### src/design/lzvn_ram.sv
// Generic single-write, single-read RAM with registered read data
`default_nettype none
module lzvn_ram #(
	parameter int WIDTH = 8,
	parameter int DEPTH = 256
) (
	input  wire logic                     clk,
	input  wire logic                     we,
	input  wire logic [$clog2(DEPTH)-1:0] waddr,
	input  wire logic [WIDTH-1:0]         wdata,
	input  wire logic                     re,
	input  wire logic [$clog2(DEPTH)-1:0] raddr,
	output logic      [WIDTH-1:0]         rdata
);
	logic [WIDTH-1:0] mem_q [DEPTH];

	// Write and registered read
	always_ff @(posedge clk) begin
		if (we) mem_q[waddr] <= wdata;
		if (re) rdata <= mem_q[raddr];
	end
endmodule
`default_nettype wire

### config.mk
export PLATFORM = sky130hd
export DESIGN_NAME = lzvn_ram
export DESIGN_NICKNAME = d
export VERILOG_FILES = /design/src/design/lzvn_ram.sv
export SDC_FILE = /design/constraint.sdc
export NUM_CORES = 2
export LEC_CHECK = 0
export BUFFER_PORTS_ARGS = -buffer_cell sky130_fd_sc_hd__buf_2
export CAP_MARGIN = 20
export CELL_PAD_IN_SITES_DETAIL_PLACEMENT = 1
export CELL_PAD_IN_SITES_GLOBAL_PLACEMENT = 2
export CORE_AREA = 2 2 450 452
export DETAILED_ROUTE_END_ITERATION = 16
export DIE_AREA = 0 0 452 454
export PLACE_DENSITY_LB_ADDON = 0.1
export SYNTH_ARGS = -nofsm -noshare
export SYNTH_HDL_FRONTEND = slang
export SYNTH_SLANG_ARGS = --single-unit
### constraint.sdc
create_clock -name clk -period 2.7 [get_ports clk]
set_input_delay 0.135 -clock clk [delete_from_list [all_inputs] [get_ports clk]]
set_output_delay 0.135 -clock clk [all_outputs]
set_load 0.02 [all_outputs]
=== Word-level counts from Yosys, hierarchy flattened ===
Memories as Yosys holds them, arrays and structs flattened. A register that Yosys moved wholly into a read port is not among the register bits.
Index checks and enable logic that the tools add are counted.
Widths: inputs -> output; s select.

* Add/subtract/negate cells: 0
* $mul: 0
* Div/mod/pow operators: 0
* $lt $le $gt $ge: 0
* Equality and inequality tests: 0
* Shift-type cells: 0
* Mux-type cells: 2
* Bitwise logic cells: 0
* Reduce and logical (&&, ||, !) cells: 0

{| class="wikitable"
|+ Operators by type and width
! cell !! count
|-
| $mux 1 || 2
|}

* Flip-flop bits (word level): 0
* Latch bits: 0
* Memory bits (writable): 2048
* Memory bits (read-only): 0
* Bits of input ports: 27
* Output and inout port bits: 8
* Word-level logic and storage cells: 3
* Memories: 1

{| class="wikitable"
|+ Memory list
! memory !! words !! bits a word !! read ports !! clocked after memory_dff !! write ports !! RTL line !! source
|-
| mem_q || 256 || 8 || 1 || 1 || 1 || 15 || <nowiki>logic [WIDTH-1:0] mem_q [DEPTH];</nowiki>
|}

=== Longest topological paths before layout ===
* Depth in word-level cells: 2
* Mapped depth: 11
* Gate-level depth less buffers: 6

=== Least setup slack after synthesis ===
Ideal clock, no wire load.

* Kind: in2reg
* Start: input raddr[0]
* End: register rdata[2], read port of mem_q (data pin)
* Setup time: 0.269 ns
* Arrival: 1.942 ns
* Required time: 2.431 ns
* Slack: 0.489 ns
* Stages on the path: 9
* Cell sequence: buf_6 > buf_12 > buf_8 > buf_2 > mux4_2 > a22oi_1 > a21oi_1 > nor4_1 > nor4_2

{| class="wikitable"
|+ RTL lines
! what !! RTL line !! source
|-
| from (decl) || 12 || <nowiki>input wire logic [$clog2(DEPTH)-1:0] raddr,</nowiki>
|-
| to (decl) || 13 || <nowiki>output logic [WIDTH-1:0] rdata</nowiki>
|}

==> results.py <==
metrics = {
    "outcome": {
        "outcome": "completed",
    },
    "critical_path": {
        "critPathKind": "flip-flop to flip-flop",
        "required_ns": 3.30,
        "crit_arrival_ns": 3.21,
        "critPathLaunchType": "flip-flop",
        "path_max_fanout": 1,
        "end_kind": "flip-flop",
    },
    "detailed_routing": {
        "vias": 40700,
        "ant_nets": 0,
        "viasPerCell": 5.64,
        "drt_first_pass_iters": 7,
        "routed_wl_um": 232000,
        "drt_iter0_drc": 3947,
        "post_drt_wl_per_cell_um": 32.2,
        "drc_errors": 0,
    },
    "grt": {
        "grt-ovfl-total": 0,
        "grt_pass1_vias": 43300,
        "grt_usage_pct": 23.0,
        "antenna_found_initial": 17,
        "grt_max_degree": 97,
        "grt_pass1_wl_um": 333000,
    },
    "sta": {
        "period_minus_slack_ns": 2.62,
        "worstMarginPinSlew_ns": 1.11,
        "layout_setup_ws_ns": 0.0827,
        "fin_tns_setup_ns": 0,
        "relSlewSlack_pct": 25.4,
        "finalMaxSlewViolations": 0,
        "rsz0062_at_grt": "false",
        "finClkSkew_ns": 0.0331,
        "setup_viol": 0,
        "fmax_mhz": 382,
        "hold_viol_final": 0,
        "timing.final.crit_share_pct": 96.9,
    },
    "power_and_ir_drop": {
        "power_leakage_nw": 30.2,
        "ir_worst_vdd_uv": 712,
        "cellPowerDensity_nw_per_um2": 719,
    },
    "logic_synthesis": {
        "synth.net_count": 3760,
        "synth-adder-area-share_pct": 0,
        "synth-compound-area-share_pct": 3.42,
        "yosysTopAreaCell": "edfxtp_1",
        "ys_seq_area_share_pct": 77.5,
        "synth_area_um2": 79600,
        "synthMuxAreaShare_pct": 14.6,
        "avgSynthCellArea_um2": 21.3,
        "yosys.area_share.xor_xnor_pct": 0,
        "synth_top_area_share_pct": 77.5,
        "synth_cells": 3733,
        "synth_top_family_by_area": "multiplexers",
        "yosys.area_share.simple_pct": 2.63,
        "synth_flop_cell": "edfxtp_1",
        "synth_edf_count": 2056,
        "yosysWarnings": 0,
        "synth.area.top_cells": "edfxtp_1 (78%), mux4_2 (13%), mux2i_1 (1.7%), nor2_1 (1.3%), a22oi_1 (1.3%)",
        "synthArstFlopShare_pct": 0,
        "synth_seq_cells": 2056,
        "yosysUniqueCellTypes": 54,
    },
    "floorplan": {
        "fp.dieH_um": 454,
        "io_pins": 35,
        "core_um2": 201000,
        "die_w_um": 452,
        "start_util_pct": 39.6,
        "dieArea_um2": 205000,
        "num_rows": 165,
    },
    "clocking": {
        "cts-buffers-inserted": 213,
        "clk_pin_slew_ns": 0.06,
        "htree_levels": 4,
        "clk_latency_ns": 0.86,
        "cts_sinks": 2056,
        "clk_path_buf_depth": 3,
        "cts_tree": "yes",
        "cts-root-buf": "clkbuf_16",
        "cts_setup_buffers": 0,
    },
    "place": {
        "pre_cts_ws_ns": -0.635,
        "place_hpwl_um": 153000,
        "gp_congestion": 0.832,
        "portBuffers": 34,
        "placedCellCount": 6797,
    },
    "cells_and_area": {
        "final_common_cell": "edfxtp_1",
        "area_growth_pct": 18.2,
        "final_cell_mix": "edfxtp_1 (2,056), buf_4 (515), mux4_2 (454), nor2_1 (279), clkbuf_16 (219)",
        "nets": 4377,
        "instances_no_fill": 7204,
        "drive_gt1_share_pct": 30.9,
        "fillers": 18200,
    },
    "hold_path": {
        "hp-class": "input port to flip-flop",
    },
    "run": {
        "maxCapViolCount": 0,
    },
}
## flip-flops by register name (all words and copies together), names as in the netlist
signal  flops
mem_q    2048
rdata       8
## critical path: stages, from the launching register on
cell	delay, ns
edfxtp_1	0.38
mux4_1	0.51
mux4_2	0.45
nor2_1	0.27
a2111oi_1	0.13
buf_4	0.18
nor3_1	0.31
nor4_1	0.11
## cell usage after synthesis, drive strengths merged (2+ instances only)
library cell	n
a2111oi	5
a211oi	16
a21oi	96
a221oi	14
a22o	8
a22oi	133
a311oi	2
a31oi	2
and2	6
and3b	2
buf	122
clkbuf	111
edfxtp	2056
mux2i	134
mux4	456
nand2	33
nand2b	8
nand3	34
nand3b	2
nand4	10
nor2	282
nor2b	31
nor3	22
nor4	27
o211ai	10
o21ai	12
o221ai	47
o22a	5
o22ai	28
o32ai	5
or2	4
## metrics by stage
stage / area (um^2) / hold WS, ns / util [%] / power [mW]
2_1_floorplan: 79600 / 0.234 / - / 37.6
6_report: 94100 / 0.0679 / 46.9 / 67.6
3_3_place_gp: 87200 / 0.626 / 43.4 / 39.6
4_1_cts: 94100 / 0.00207 / 46.9 / 68.4
5_1_grt: 94100 / 0.0570 / 46.9 / 69.6
3_5_place_dp: 87200 / 0.631 / 43.4 / 39.7
## cell type report
cell class | count | area (um^2) | area share [%]
flip-flops and latches | 2056 | 61700 | 65.6
well taps | 2672 | 3340 | 3.55
diodes | 9 | 22.5 | 0.0239
clock inverters | 123 | 1100 | 1.17
repair buffers | 635 | 5780 | 6.14
multi-input cells | 1442 | 16500 | 17.5
clock buffers | 265 | 5650 | 6.00
inverters | 2 | 7.51 | 0.00797
## worst paths after layout
check | start | to | slack (ns) | cells after the start
worst max-delay path | mem_q[129][1] | rdata[1] | 0.08 | 7
worst min register to register | mem_q[194][2] | rdata[2] | 1.23 | 5
worst min-delay path | waddr[5] | mem_q[188][6] | 0.07 | 4
worst max register to register | mem_q[129][1] | rdata[1] | 0.08 | 7
## metal layers
metal | GRT usage, % | vias to the layer above | wire, um
met3 | 3.46 | 303 | 11800
li1 | - | 17000 | -
met1 | 31.8 | 22200 | 99700
met2 | 37.6 | 1203 | 114000
met5 | 0 | - | 13
met4 | 7.27 | 2 | 7080
## where the power goes
part / leakage (nW) / switching, mW / internal (mW)
logic: 8.37 / 2.32 / 1.41
clock network: 3.30 / 12.3 / 16.4
registers: 18.5 / 0.0460 / 35.2
## kinds of logic after synthesis
family	after synthesis
AOI/OAI and AO/OA	385
DFF	2056
and+or+nand+nor	466
muxes	591
buffers and inverters	235
## repair_timing
action | 4_1_cts | 5_1_grt
setup endpoints to repair | 3 | 1
resized for setup | 3 | 1
hold buffers | 10 | 0
hold endpoints to repair | 436 | 0
pin swaps | 0 | 0
No activity file was read; power rests on OpenSTA's default activity.
