<file path="config.mk">
export PLATFORM = sky130hd
export DESIGN_NAME = lzvn_pack
export DESIGN_NICKNAME = d
export VERILOG_FILES = /design/src/design/lzvn_pkg.sv /design/src/design/lzvn_pack.sv
export SDC_FILE = /design/constraint.sdc
export NUM_CORES = 1
export LEC_CHECK = 0
export ABC_AREA = 0
export BUFFER_PORTS_ARGS = -buffer_cell sky130_fd_sc_hd__buf_4
export CAP_MARGIN = 40
export CORE_MARGIN = 1
export CORE_UTILIZATION = 35
export DETAILED_ROUTE_END_ITERATION = 6
export GPL_ROUTABILITY_DRIVEN = 0
export GPL_TIMING_DRIVEN = 0
export PLACE_DENSITY = 0.66
export SYNTH_ARGS = -nofsm -noshare
export SYNTH_HDL_FRONTEND = slang
export SYNTH_SLANG_ARGS = --single-unit
export TNS_END_PERCENT = 50
</file>
<file path="constraint.sdc">
create_clock -name clk -period 2.4 [get_ports clk]
set_input_delay 0.48 -clock clk [delete_from_list [all_inputs] [get_ports clk]]
set_output_delay 0.48 -clock clk [all_outputs]
set_load 0.01 [all_outputs]
</file>
<file path="src/design/lzvn_pkg.sv">
// Shared types, constants and opcode decode for the LZVN stream decoder
`default_nettype none
package lzvn_pkg;
	localparam int HISTORY_BYTES  = 65536;
	localparam int HIST_AW        = $clog2(HISTORY_BYTES);
	localparam int OUT_WORD_BYTES = 8;

	// Status codes
	localparam logic [2:0] ST_RUN     = 3'd0;
	localparam logic [2:0] ST_END     = 3'd1;
	localparam logic [2:0] ST_FULL    = 3'd2;
	localparam logic [2:0] ST_BAD_OP  = 3'd3;
	localparam logic [2:0] ST_BAD_DST = 3'd4;
	localparam logic [2:0] ST_OVERRUN = 3'd5;

	// Register indexes
	localparam logic REG_SRC_LEN = 1'b0;
	localparam logic REG_OUT_CAP = 1'b1;

	typedef enum logic [3:0] {
		K_SMLD = 4'd0, K_PRED = 4'd1, K_LRGD = 4'd2, K_MEDD = 4'd3,
		K_EOS  = 4'd4, K_NOP  = 4'd5, K_UDEF = 4'd6, K_SMLL = 4'd7,
		K_LRGL = 4'd8, K_SMLM = 4'd9, K_LRGM = 4'd10
	} kind_t;

	// Control from the sequencer to the output packer
	typedef struct packed {
		logic        put;
		logic [7:0]  data;
		logic [31:0] pos;
		logic        fin;
		logic [2:0]  status;
		logic [31:0] fpos;
	} pack_ctl_t;

	function automatic kind_t kind_of(input logic [7:0] b);
		kind_t k;
		if (b >= 8'hF0) k = (b == 8'hF0) ? K_LRGM : K_SMLM;
		else if (b >= 8'hE0) k = (b == 8'hE0) ? K_LRGL : K_SMLL;
		else if (b >= 8'hA0 && b <= 8'hBF) k = K_MEDD;
		else if ((b >= 8'h70 && b <= 8'h7F) || (b >= 8'hD0 && b <= 8'hDF)) k = K_UDEF;
		else if (b[2:0] == 3'd7) k = K_LRGD;
		else if (b[2:0] == 3'd6) begin
			if (b == 8'h06) k = K_EOS;
			else if (b == 8'h0E || b == 8'h16) k = K_NOP;
			else if (b < 8'h40) k = K_UDEF;
			else k = K_PRED;
		end else k = K_SMLD;
		return k;
	endfunction

	function automatic logic [1:0] hdr_len(input kind_t k);
		logic [1:0] n;
		unique case (k)
			K_LRGD, K_MEDD:         n = 2'd3;
			K_SMLD, K_LRGL, K_LRGM: n = 2'd2;
			default:                n = 2'd1;
		endcase
		return n;
	endfunction
endpackage
`default_nettype wire

</file>
<file path="src/design/lzvn_pack.sv">
// Output packer: gathers decoded bytes into words and holds the result beat
`default_nettype none
module lzvn_pack (
	input  wire logic                clk,
	input  wire logic                arst_n,
	input  wire lzvn_pkg::pack_ctl_t ctl,
	output logic                     busy,
	output logic                     word_full,
	output logic                     m_tvalid,
	input  wire logic                m_tready,
	output logic [103:0]             m_tdata,
	output logic                     m_tlast
);
	import lzvn_pkg::*;

	logic [63:0] word_q;
	logic [3:0]  wcnt_q;
	logic        valid_q;
	logic [63:0] odata_q;
	logic [3:0]  ocnt_q;
	logic [2:0]  ost_q;
	logic [31:0] olen_q;
	logic        olast_q;

	assign busy      = valid_q && !m_tready;
	assign word_full = (wcnt_q == 4'(OUT_WORD_BYTES));
	assign m_tvalid  = valid_q;
	assign m_tlast   = olast_q;
	assign m_tdata   = {1'b0, olen_q, ost_q, ocnt_q, odata_q};

	// Collect bytes, flush a full word when another byte arrives, close the step
	always_ff @(posedge clk or negedge arst_n) begin
		if (!arst_n) begin
			word_q  <= '0;
			wcnt_q  <= '0;
			valid_q <= 1'b0;
			olast_q <= 1'b0;
			odata_q <= '0;
			ocnt_q  <= '0;
			ost_q   <= '0;
			olen_q  <= '0;
		end else begin
			if (m_tready) valid_q <= 1'b0;
			if (ctl.put) begin
				if (word_full) begin
					valid_q <= 1'b1;
					odata_q <= word_q;
					ocnt_q  <= wcnt_q;
					ost_q   <= ST_RUN;
					olen_q  <= ctl.pos;
					olast_q <= 1'b0;
					word_q  <= {56'b0, ctl.data};
					wcnt_q  <= 4'd1;
				end else begin
					word_q[8*wcnt_q[2:0] +: 8] <= ctl.data;
					wcnt_q <= wcnt_q + 4'd1;
				end
			end else if (ctl.fin) begin
				if (wcnt_q != 4'd0 || ctl.status != ST_RUN) begin
					valid_q <= 1'b1;
					odata_q <= word_q;
					ocnt_q  <= wcnt_q;
					ost_q   <= ctl.status;
					olen_q  <= ctl.fpos;
					olast_q <= 1'b1;
				end
				word_q <= '0;
				wcnt_q <= '0;
			end
		end
	end
endmodule
`default_nettype wire

</file>
# Word level (Yosys, flattened, before mapping)
# Cells that the tools add are included.
[totals]
in_bits = 80
output_inout_bits = 108
regBits = 173
[classes]
n_reduce_logical = 8
shifts = 2
mux = 32
addsub = 2
n_eq_ne = 2
[ops]
columns = ["op", "count"]
rows = [
  ["64-bit two-way mux", 7],
  ["32-bit two-way mux", 4],
  ["64-bit bitwise mux", 1],
  ["8-bit by 34-bit variable shift with 64-bit output, first input constant", 1],
  ["8-bit by 34-bit variable part select with 64-bit output", 1],
  ["6-bit negation with 34-bit output", 1],
  ["4-bit two-way mux", 7],
  ["3-bit two-way mux", 4],
  ["1-bit two-way mux", 9],
  ["4-bit by 1-bit adder with 4-bit output, second input constant", 1],
  ["4-bit equality test, second input constant", 1],
  ["2-bit nonzero test", 2],
  ["4-bit nonzero test", 1],
  ["3-bit AND reduction", 1],
  ["3-bit nonzero test", 1],
  ["2-bit by 1-bit inequality test with 1-bit output, second input constant", 1],
  ["1-bit logical AND", 1],
  ["1-bit logical NOT", 1],
  ["1-bit logical OR", 1],
]

# Longest topological paths before layout
# Gate-level depths: netlist of run 1.
[depth]
word_depth = 5
ltp_mapped = 10

# Least setup slack after synthesis of run 1
# No wires, ideal clock.
[synth_timing]
path_type = "reg2reg"
startpoint = "register wcnt_q[0]"
endpoint = "register word_q[0]"
path_buffers = 2
path_stages_with_launch = 9
arrival_time_ps = 2506
path_slack_ps = -173
setup_time_ps = 67
cell_sequence = "dfrtp_1 buf_2 inv_1 ha_1 ha_1 buf_6 or4b_4 o41ai_4 a22o_1"
[synth_via]
elab_chain_len = 5
elab_cells_between_ends = 7
cone_classes = "1 x add/sub; 1 x eq/ne; 2 x shift; 3 x mux"
[synth_rtl]
columns = ["item", "line_no", "text"]
rows = [
  ["start: declaration", "lzvn_pack.sv:17", "logic [3:0] wcnt_q;"],
  ["start signal: assignment", "lzvn_pack.sv:56", "wcnt_q <= wcnt_q + 4'd1;"],
  ["6-bit negation with 34-bit output", "lzvn_pack.sv:55", "word_q[8*wcnt_q[2:0] +: 8] <= ctl.data;"],
  ["8-bit by 34-bit variable part select with 64-bit output or 8-bit by 34-bit variable shift with 64-bit output (tied branches)", "lzvn_pack.sv:55", ""],
  ["64-bit bitwise mux", "lzvn_pack.sv:55", ""],
  ["64-bit two-way mux *", "lzvn_pack.sv:45", "if (word_full) begin"],
  ["64-bit two-way mux *", "lzvn_pack.sv:44", "if (ctl.put) begin"],
  ["end signal: assignment", "lzvn_pack.sv:52", "word_q <= {56'b0, ctl.data};"],
  ["end signal: indexed assignment", "lzvn_pack.sv:55", ""],
  ["end: declaration", "lzvn_pack.sv:16", "logic [63:0] word_q;"],
]
# Mark *: on every way between the ends. The rest lies on a longest branch, timed or not.
# A chain may end at the register's enable or synchronous reset.

# Worst setup path in the final report of run 1
[layout_timing]
startpoint = "register wcnt_q[0]"
endpoint = "register word_q[5]"
# The elaborated chain is that of the path after synthesis.

==> flow_results.xml, run 1 <==
<?xml version="1.0" encoding="UTF-8"?>
<metrics>
  <group name="run_status">
    <metric name="run_status" unit="">completed</metric>
  </group>
  <group name="final_layout">
    <metric name="regArea" unit="sq um">4330</metric>
    <metric name="most_common_library_cell_in_the_layout_ignoring_fill_and_taps" unit="">sky130_fd_sc_hd__buf_4</metric>
    <metric name="design.final.nets" unit="">824</metric>
    <metric name="stdcell_count" unit="">1015</metric>
    <metric name="most_frequent_cells_in_the_layout" unit="">sky130_fd_sc_hd__buf_4, sky130_fd_sc_hd__dfrtp_1, sky130_fd_sc_hd__a22o_1, sky130_fd_sc_hd__mux2_2, sky130_fd_sc_hd__a21oi_1</metric>
    <metric name="num_antenna_cells" unit="">0</metric>
    <metric name="multi_input_comb_area" unit="sq um">2560</metric>
    <metric name="finish.utilization" unit="">0.485</metric>
    <metric name="n_fill_cell" unit="">1807</metric>
    <metric name="area.growth.synth_to_final" unit="%">34.8</metric>
    <metric name="layout-drive-gt1-share" unit="">0.417</metric>
  </group>
  <group name="yosys">
    <metric name="synth_seq_cells" unit="">173</metric>
    <metric name="synth_top_area_cell" unit="">sky130_fd_sc_hd__dfrtp_1</metric>
    <metric name="syn-mean-instance-area" unit="sq um">13.3</metric>
    <metric name="synth_nets" unit="">619</metric>
    <metric name="synth_cells" unit="">532</metric>
    <metric name="synth_largest_type_area_fraction" unit="">0.614</metric>
    <metric name="ys_types" unit="">39</metric>
    <metric name="synth_warnings" unit="">0</metric>
    <metric name="synth_area" unit="sq um">7050</metric>
    <metric name="synth_top_cells_by_area" unit="">sky130_fd_sc_hd__dfrtp_1, sky130_fd_sc_hd__mux2_2, sky130_fd_sc_hd__a22o_1</metric>
    <metric name="synth.yosys.seq_area_share" unit="">0.614</metric>
  </group>
  <group name="worst_setup_path">
    <metric name="cp_cell_sequence" unit="">buf_6, inv_6, ha_4, ha_4, or4b_4, nor3_4, o21ai_4, a22o_1</metric>
    <metric name="path_delay_family" unit="">simple AND/OR/NAND/NOR gates</metric>
    <metric name="maximum_single_stage_delay_on_the_critical_path" unit="ns">0.59</metric>
    <metric name="critPathSlowestCell" unit="">sky130_fd_sc_hd__or4b_4</metric>
    <metric name="worstSetupPathType" unit="">reg2reg</metric>
    <metric name="rr_startpoint" unit="">wcnt_q[0]</metric>
    <metric name="crit_path_frequent_cell" unit="">sky130_fd_sc_hd__ha_4</metric>
    <metric name="rr_worst_depth" unit="">8</metric>
    <metric name="cp-end-kind" unit="">flop</metric>
    <metric name="critPathLaunch" unit="">wcnt_q[0]</metric>
    <metric name="cp.required" unit="ns">2.71</metric>
    <metric name="worst_setup_path_start_kind" unit="">flop</metric>
    <metric name="regToRegEndpoint" unit="">word_q[5]</metric>
    <metric name="worstPathBufferInverterCount" unit="">2</metric>
    <metric name="critical_path_arrival" unit="ns">2.62</metric>
    <metric name="crit_fanout" unit="">10</metric>
    <metric name="r2r_setup_slack" unit="ns">0.09</metric>
  </group>
  <group name="timing">
    <metric name="timing.fmax" unit="MHz">433</metric>
    <metric name="final.min_clock_period" unit="ns">2.31</metric>
    <metric name="hold_viol_final" unit="">0</metric>
    <metric name="maxSlewViolCount" unit="">0</metric>
    <metric name="fin_crit_sh" unit="">0.963</metric>
    <metric name="layout_setup_ws" unit="ns">0.0900</metric>
    <metric name="worst_pin_slew" unit="ns">0.834</metric>
    <metric name="finish_stage_setup_viols" unit="">0</metric>
    <metric name="relative_slew_slack" unit="">0.436</metric>
    <metric name="fin_worst_skew" unit="ns">0.00566</metric>
  </group>
  <group name="clock_tree">
    <metric name="number_of_levels_the_h_tree_was_split_into" unit="">4</metric>
    <metric name="cts.sink_count" unit="">173</metric>
    <metric name="tritoncts" unit="">done</metric>
    <metric name="cts_buffer_depth" unit="">2</metric>
    <metric name="cts_inserted_buffers" unit="">17</metric>
    <metric name="clockRootBuffer" unit="">sky130_fd_sc_hd__clkbuf_16</metric>
    <metric name="worst_setup_hold_path_clk_slew" unit="ns">0.06</metric>
    <metric name="worst_skew_late_latency" unit="ns">0.42</metric>
  </group>
  <group name="floorplan">
    <metric name="height_of_the_die" unit="um">144</metric>
    <metric name="core_region_area" unit="sq um">19600</metric>
    <metric name="fp.dieW" unit="um">144</metric>
    <metric name="floorplan.initialDensity" unit="">0.360</metric>
    <metric name="num_io_pins" unit="">188</metric>
    <metric name="placementRows" unit="">51</metric>
    <metric name="design.die.area" unit="sq um">20700</metric>
  </group>
  <group name="power_and_ir_drop">
    <metric name="vdd_ir_drop_max" unit="uV">572</metric>
    <metric name="power_density" unit="nW/um^2">840</metric>
    <metric name="p_leak" unit="nW">4.80</metric>
  </group>
  <group name="placement">
    <metric name="place.detailed.hpwl" unit="mm">12.5</metric>
    <metric name="placedCellCount" unit="">979</metric>
    <metric name="portBuffers" unit="">180</metric>
    <metric name="dp_slack" unit="ns">-0.319</metric>
  </group>
  <group name="global_routing">
    <metric name="globalRouteOverflowTotal" unit="">0</metric>
    <metric name="grt_max_degree" unit="">100</metric>
    <metric name="first_global_vias" unit="">4829</metric>
    <metric name="wire_length_of_the_first_global_routing_pass" unit="mm">27.2</metric>
    <metric name="antenna_found_initial" unit="">0</metric>
    <metric name="grt_use_total" unit="">0.174</metric>
  </group>
  <group name="routing">
    <metric name="first_pass_iters" unit="">4</metric>
    <metric name="remaining_drc_errors" unit="">0</metric>
    <metric name="detail_route.iter0.violations" unit="">186</metric>
    <metric name="detail-route-antenna-nets" unit="">0</metric>
    <metric name="wl_per_cell" unit="um">17.3</metric>
    <metric name="viasPerCell" unit="">4.88</metric>
    <metric name="routed-via-count" unit="">4952</metric>
    <metric name="wirelength" unit="mm">17.6</metric>
  </group>
  <group name="job">
    <metric name="maxCapViolCount" unit="">0</metric>
  </group>
  <group name="min_path">
    <metric name="hold_path_class" unit="">in2async</metric>
  </group>
</metrics>
cell type report:
cell class	count	area share
multi-input cells	315	0.269
clock inverters	9	0.0167
repair buffers	187	0.151
clock buffers	23	0.0503
well taps	265	0.0349
plain buffers	38	0.0203
inverters	5	0.00250
flip-flops and latches	173	0.456
stage by stage:
stage | total power, W | cell area (sq um) | TNS (ns) | hold slack (ns)
final | 0.00799 | 9510 | 0 | 0.0130
after global routing | 0.00837 | 9510 | -0.00960 | 0.0529
after CTS | 0.00808 | 9490 | 0 | 0.0311
after detailed placement | 0.00507 | 8800 | -5.32 | 0.481
after global placement | 0.00504 | 8760 | -38.10 | 0.475
after floorplan | 0.00429 | 7070 | 0 | 0.184
cells in the mapped netlist:
cell	instances
sky130_fd_sc_hd__a31oi_1	1
sky130_fd_sc_hd__ha_1	7
sky130_fd_sc_hd__o21bai_1	1
sky130_fd_sc_hd__a41oi_1	2
sky130_fd_sc_hd__and3_1	1
sky130_fd_sc_hd__buf_1	7
sky130_fd_sc_hd__nand3b_1	2
sky130_fd_sc_hd__buf_4	5
sky130_fd_sc_hd__buf_2	18
sky130_fd_sc_hd__buf_6	1
sky130_fd_sc_hd__mux2_1	8
sky130_fd_sc_hd__o21ai_0	12
sky130_fd_sc_hd__or2_2	1
sky130_fd_sc_hd__mux2_2	59
sky130_fd_sc_hd__dfrtp_1	173
sky130_fd_sc_hd__or4b_4	1
sky130_fd_sc_hd__conb_1	1
sky130_fd_sc_hd__nand4b_4	1
sky130_fd_sc_hd__a22oi_2	1
sky130_fd_sc_hd__nand4_1	3
sky130_fd_sc_hd__o32a_1	1
sky130_fd_sc_hd__a22o_1	61
sky130_fd_sc_hd__nor2b_1	3
sky130_fd_sc_hd__nand4b_1	1
sky130_fd_sc_hd__nand2b_1	3
sky130_fd_sc_hd__clkbuf_1	8
sky130_fd_sc_hd__nor2_1	34
sky130_fd_sc_hd__nand3_1	14
sky130_fd_sc_hd__a21oi_1	36
sky130_fd_sc_hd__nor4_2	2
sky130_fd_sc_hd__and4b_1	1
sky130_fd_sc_hd__or2_1	1
sky130_fd_sc_hd__o21ai_1	2
sky130_fd_sc_hd__mux2i_1	32
sky130_fd_sc_hd__inv_1	5
sky130_fd_sc_hd__o41ai_4	1
sky130_fd_sc_hd__and2_1	6
sky130_fd_sc_hd__nor3_1	6
sky130_fd_sc_hd__nand2_1	10
power by group:
part | leakage [nW] | total (W) | internal [W] | switching, W
sequential | 2.29 | 0.00340 | 0.00322 | 0.000175
combinational | 2.20 | 0.00165 | 0.000781 | 0.000870
clock | 0.308 | 0.00294 | 0.00183 | 0.00111
total | 4.80 | 0.00799 | 0.00584 | 0.00215
metal layers:
metal / global-route usage / wire length (um)
met5: 0 / 0
met1: 0.239 / 7900
met2: 0.278 / 8870
met4: 0.0437 / 170
met3: 0.0393 / 631
state kept, by name, indices dropped and copies added, names as in the netlist:
name,cells
odata_q,64
word_q,64
olen_q,32
ocnt_q,4
wcnt_q,4
ost_q,3
m_tlast,1
m_tvalid,1
logic make-up after synthesis:
family,Yosys count,share of synthesized area
buffers and inverters,44,0.0304
AND/OR/NAND/NOR,90,0.0673
other,1,0.000532
adder cells (fa/ha/maj),7,0.0124
multiplexers,99,0.152
flip-flops,173,0.614
AO/OA/AOI/OAI,118,0.123
worst max-delay path by stage:
| stage | to | slack (ns) | cells after the start |
|---|---|---|---|
| 6_report | word_q[5] | 0.09 | 8 |
| 5_1_grt | word_q[26] | -0.004 | 9 |
| 4_1_cts | word_q[7] | 0.01 | 9 |
| 3_5_place_dp | word_q[6] | -0.32 | 8 |
| 3_3_place_gp | wcnt_q[1] | -0.34 | 1 |
| 2_1_floorplan | word_q[0] | 0.06 | 8 |
repair_timing:
action	4_1_cts	5_1_grt
setup buffers	4	1
gates resized for setup	6	4
hold endpoints to repair	0	0
setup endpoints to repair	72	16
pin swaps	2	11
hold buffers	0	0
Note: power is estimated with default switching activity, not from simulation.
==> run 2, diff against run 1 <==
--- a/config.mk
+++ b/config.mk
@@ -14,6 +14,8 @@
 export GPL_ROUTABILITY_DRIVEN = 0
 export GPL_TIMING_DRIVEN = 0
 export PLACE_DENSITY = 0.66
+export REMOVE_ABC_BUFFERS = 1
+export SETUP_SLACK_MARGIN = 0.15
 export SYNTH_ARGS = -nofsm -noshare
 export SYNTH_HDL_FRONTEND = slang
 export SYNTH_SLANG_ARGS = --single-unit
==> run 2 against run 1 <==
- wire length fell by 1.6%
- final cell count fell by 0.89%
- clock skew rose by 0.0034 ns
- hold slack improved by 0.29 ns
- critical path depth fell by 1
- critical endpoint is now word_q[1]
- clock power fell by 3%
==> flow_results.xml, run 2 (same netlist as run 1, synthesis figures left out) <==
<?xml version="1.0" encoding="UTF-8"?>
<metrics>
  <group name="run_status">
    <metric name="run_status" unit="">completed</metric>
  </group>
  <group name="timing">
    <metric name="fin_crit_sh" unit="">0.925</metric>
    <metric name="maxSlewViolCount" unit="">0</metric>
    <metric name="timing.fmax" unit="MHz">450</metric>
    <metric name="setup_repair_after_global_routing_missed_its_margin" unit="">yes</metric>
    <metric name="hold_viol_final" unit="">0</metric>
    <metric name="fin_worst_skew" unit="ns">0.00903</metric>
    <metric name="finish_stage_setup_viols" unit="">0</metric>
    <metric name="relative_slew_slack" unit="">0.535</metric>
    <metric name="worst_pin_slew" unit="ns">0.698</metric>
    <metric name="final.min_clock_period" unit="ns">2.22</metric>
    <metric name="final_total_negative_setup_slack" unit="ns">0</metric>
  </group>
  <group name="routing">
    <metric name="routed-via-count" unit="">5104</metric>
    <metric name="wirelength" unit="mm">17.3</metric>
    <metric name="wl_per_cell" unit="um">17.2</metric>
    <metric name="remaining_drc_errors" unit="">0</metric>
    <metric name="first_pass_iters" unit="">4</metric>
    <metric name="detail-route-antenna-nets" unit="">0</metric>
    <metric name="detail_route.iter0.violations" unit="">198</metric>
    <metric name="viasPerCell" unit="">5.07</metric>
  </group>
  <group name="final_layout">
    <metric name="most_frequent_cells_in_the_layout" unit="">sky130_fd_sc_hd__buf_4, sky130_fd_sc_hd__dfrtp_1, sky130_fd_sc_hd__a22o_1, sky130_fd_sc_hd__mux2_2, sky130_fd_sc_hd__a21oi_1</metric>
    <metric name="layout-drive-gt1-share" unit="">0.443</metric>
    <metric name="reg_top3" unit="">odata_q: 64 flops, word_q: 64 flops, olen_q: 32 flops</metric>
    <metric name="num_antenna_cells" unit="">0</metric>
    <metric name="most_common_library_cell_in_the_layout_ignoring_fill_and_taps" unit="">sky130_fd_sc_hd__buf_4</metric>
    <metric name="design.final.nets" unit="">815</metric>
    <metric name="area.growth.synth_to_final" unit="%">36.0</metric>
    <metric name="n_fill_cell" unit="">1730</metric>
    <metric name="finish.utilization" unit="">0.490</metric>
  </group>
  <group name="clock_tree">
    <metric name="clockRootBuffer" unit="">sky130_fd_sc_hd__clkbuf_16</metric>
    <metric name="cts.sink_count" unit="">173</metric>
    <metric name="worst_skew_late_latency" unit="ns">0.43</metric>
    <metric name="number_of_levels_the_h_tree_was_split_into" unit="">4</metric>
    <metric name="cts_inserted_buffers" unit="">17</metric>
    <metric name="worst_setup_hold_path_clk_slew" unit="ns">0.07</metric>
    <metric name="tritoncts" unit="">done</metric>
    <metric name="cts_buffer_depth" unit="">2</metric>
  </group>
  <group name="job">
    <metric name="maxCapViolCount" unit="">0</metric>
  </group>
  <group name="floorplan">
    <metric name="height_of_the_die" unit="um">144</metric>
    <metric name="core_region_area" unit="sq um">19600</metric>
    <metric name="num_io_pins" unit="">188</metric>
    <metric name="floorplan.initialDensity" unit="">0.360</metric>
    <metric name="design.die.area" unit="sq um">20700</metric>
    <metric name="placementRows" unit="">51</metric>
    <metric name="fp.dieW" unit="um">144</metric>
  </group>
  <group name="worst_setup_path">
    <metric name="worst_setup_path_start_kind" unit="">flop</metric>
    <metric name="cp-end-kind" unit="">flop</metric>
    <metric name="cp_cell_sequence" unit="">inv_4, ha_4, ha_4, or4b_4, nor3_4, o21ai_4, a22o_1</metric>
    <metric name="cp.required" unit="ns">2.71</metric>
    <metric name="critical_path_arrival" unit="ns">2.53</metric>
    <metric name="crit_fanout" unit="">8</metric>
    <metric name="worstSetupPathType" unit="">reg2reg</metric>
    <metric name="maximum_single_stage_delay_on_the_critical_path" unit="ns">0.58</metric>
    <metric name="critPathSlowestCell" unit="">sky130_fd_sc_hd__or4b_4</metric>
    <metric name="crit_path_frequent_cell" unit="">sky130_fd_sc_hd__ha_4</metric>
  </group>
  <group name="placement">
    <metric name="place.detailed.hpwl" unit="mm">11.9</metric>
    <metric name="portBuffers" unit="">186</metric>
  </group>
  <group name="power_and_ir_drop">
    <metric name="p_leak" unit="nW">4.83</metric>
    <metric name="final_power" unit="W">0.00805</metric>
    <metric name="power_density" unit="nW/um^2">839</metric>
    <metric name="vdd_ir_drop_max" unit="uV">578</metric>
  </group>
  <group name="min_path">
    <metric name="hold_path_class" unit="">in2reg</metric>
  </group>
  <group name="global_routing">
    <metric name="wire_length_of_the_first_global_routing_pass" unit="mm">27.2</metric>
    <metric name="antenna_found_initial" unit="">0</metric>
    <metric name="grt_max_degree" unit="">134</metric>
    <metric name="globalRouteOverflowTotal" unit="">0</metric>
    <metric name="first_global_vias" unit="">5002</metric>
    <metric name="grt_use_total" unit="">0.172</metric>
  </group>
</metrics>
## run 2: changes by cell type in the layout (fill, tap and decap cells not counted), sizes merged
cell	before	now
dlygate4sd3	0	1
inv	5	12
clkbuf	31	18
buf	217	215
bufinv	4	2
## run 2: worst paths after layout
path	start	to	slack, ns	cells after the start
max reg2reg	wcnt_q[1]	word_q[1]	0.18	7
max in group asynchronous	arst_n	wcnt_q[0]	0.89	3
min	ctl[32]	ost_q[0]	0.30	2
min in group asynchronous	arst_n	olen_q[9]	0.52	2
min reg2reg	odata_q[58]	odata_q[58]	0.49	1
max	wcnt_q[1]	word_q[1]	0.18	7
## run 2: stage by stage
stage          setup slack [ns]  area, sq um  hold WS (ns)  cells
2_1_floorplan             -2.52         6850         0.184    493
4_1_cts                   0.180         9480         0.277    994
6_report                  0.180         9590         0.299   1006
3_3_place_gp              -4.13         8580         0.470    944
3_5_place_dp             -0.666         8760         0.388    956
5_1_grt                   0.111         9590         0.297   1006
## run 2: area by class of cell
class	instances	area [sq um]	area share
Sequential cell	173	4330	0.452
Timing Repair Buffer	216	1710	0.179
Multi-Input combinational cell	315	2570	0.268
Inverter	5	23.8	0.00248
Tap cell	265	332	0.0346
Clock buffer	18	439	0.0458
Clock inverter	14	174	0.0181
## run 2: metal layers
layer  GRT usage  up-vias  wire (um)
met3      0.0390       17        949
li1            -     2327          -
met2       0.281      175       8810
met1       0.224     2585       7330
met4      0.0582        0        199
met5           0        -          0
## run 2: critical path: cells and delay by family (launching register included)
family | cells | cell delay (ns)
and+or+nand+nor | 2 | 0.82
DFF | 1 | 0.43
adders and majority gates | 2 | 0.41
AOI/OAI and AO/OA | 2 | 0.36
buffers and inverters | 1 | 0.09
## run 2: power breakdown
group / switching [W] / internal [W]
sequential: 0.000207 / 0.00322
combinational: 0.000889 / 0.000884
clock: 0.00124 / 0.00160
## run 2: what timing repair did
item / CTS / global route
endpoints found under the setup margin: 165 / 49
hold buffers: 1 / 0
gates resized for setup: 14 / 7
setup buffers: 5 / 12
hold endpoints to repair: 40 / 0
pin swaps: 4 / 13
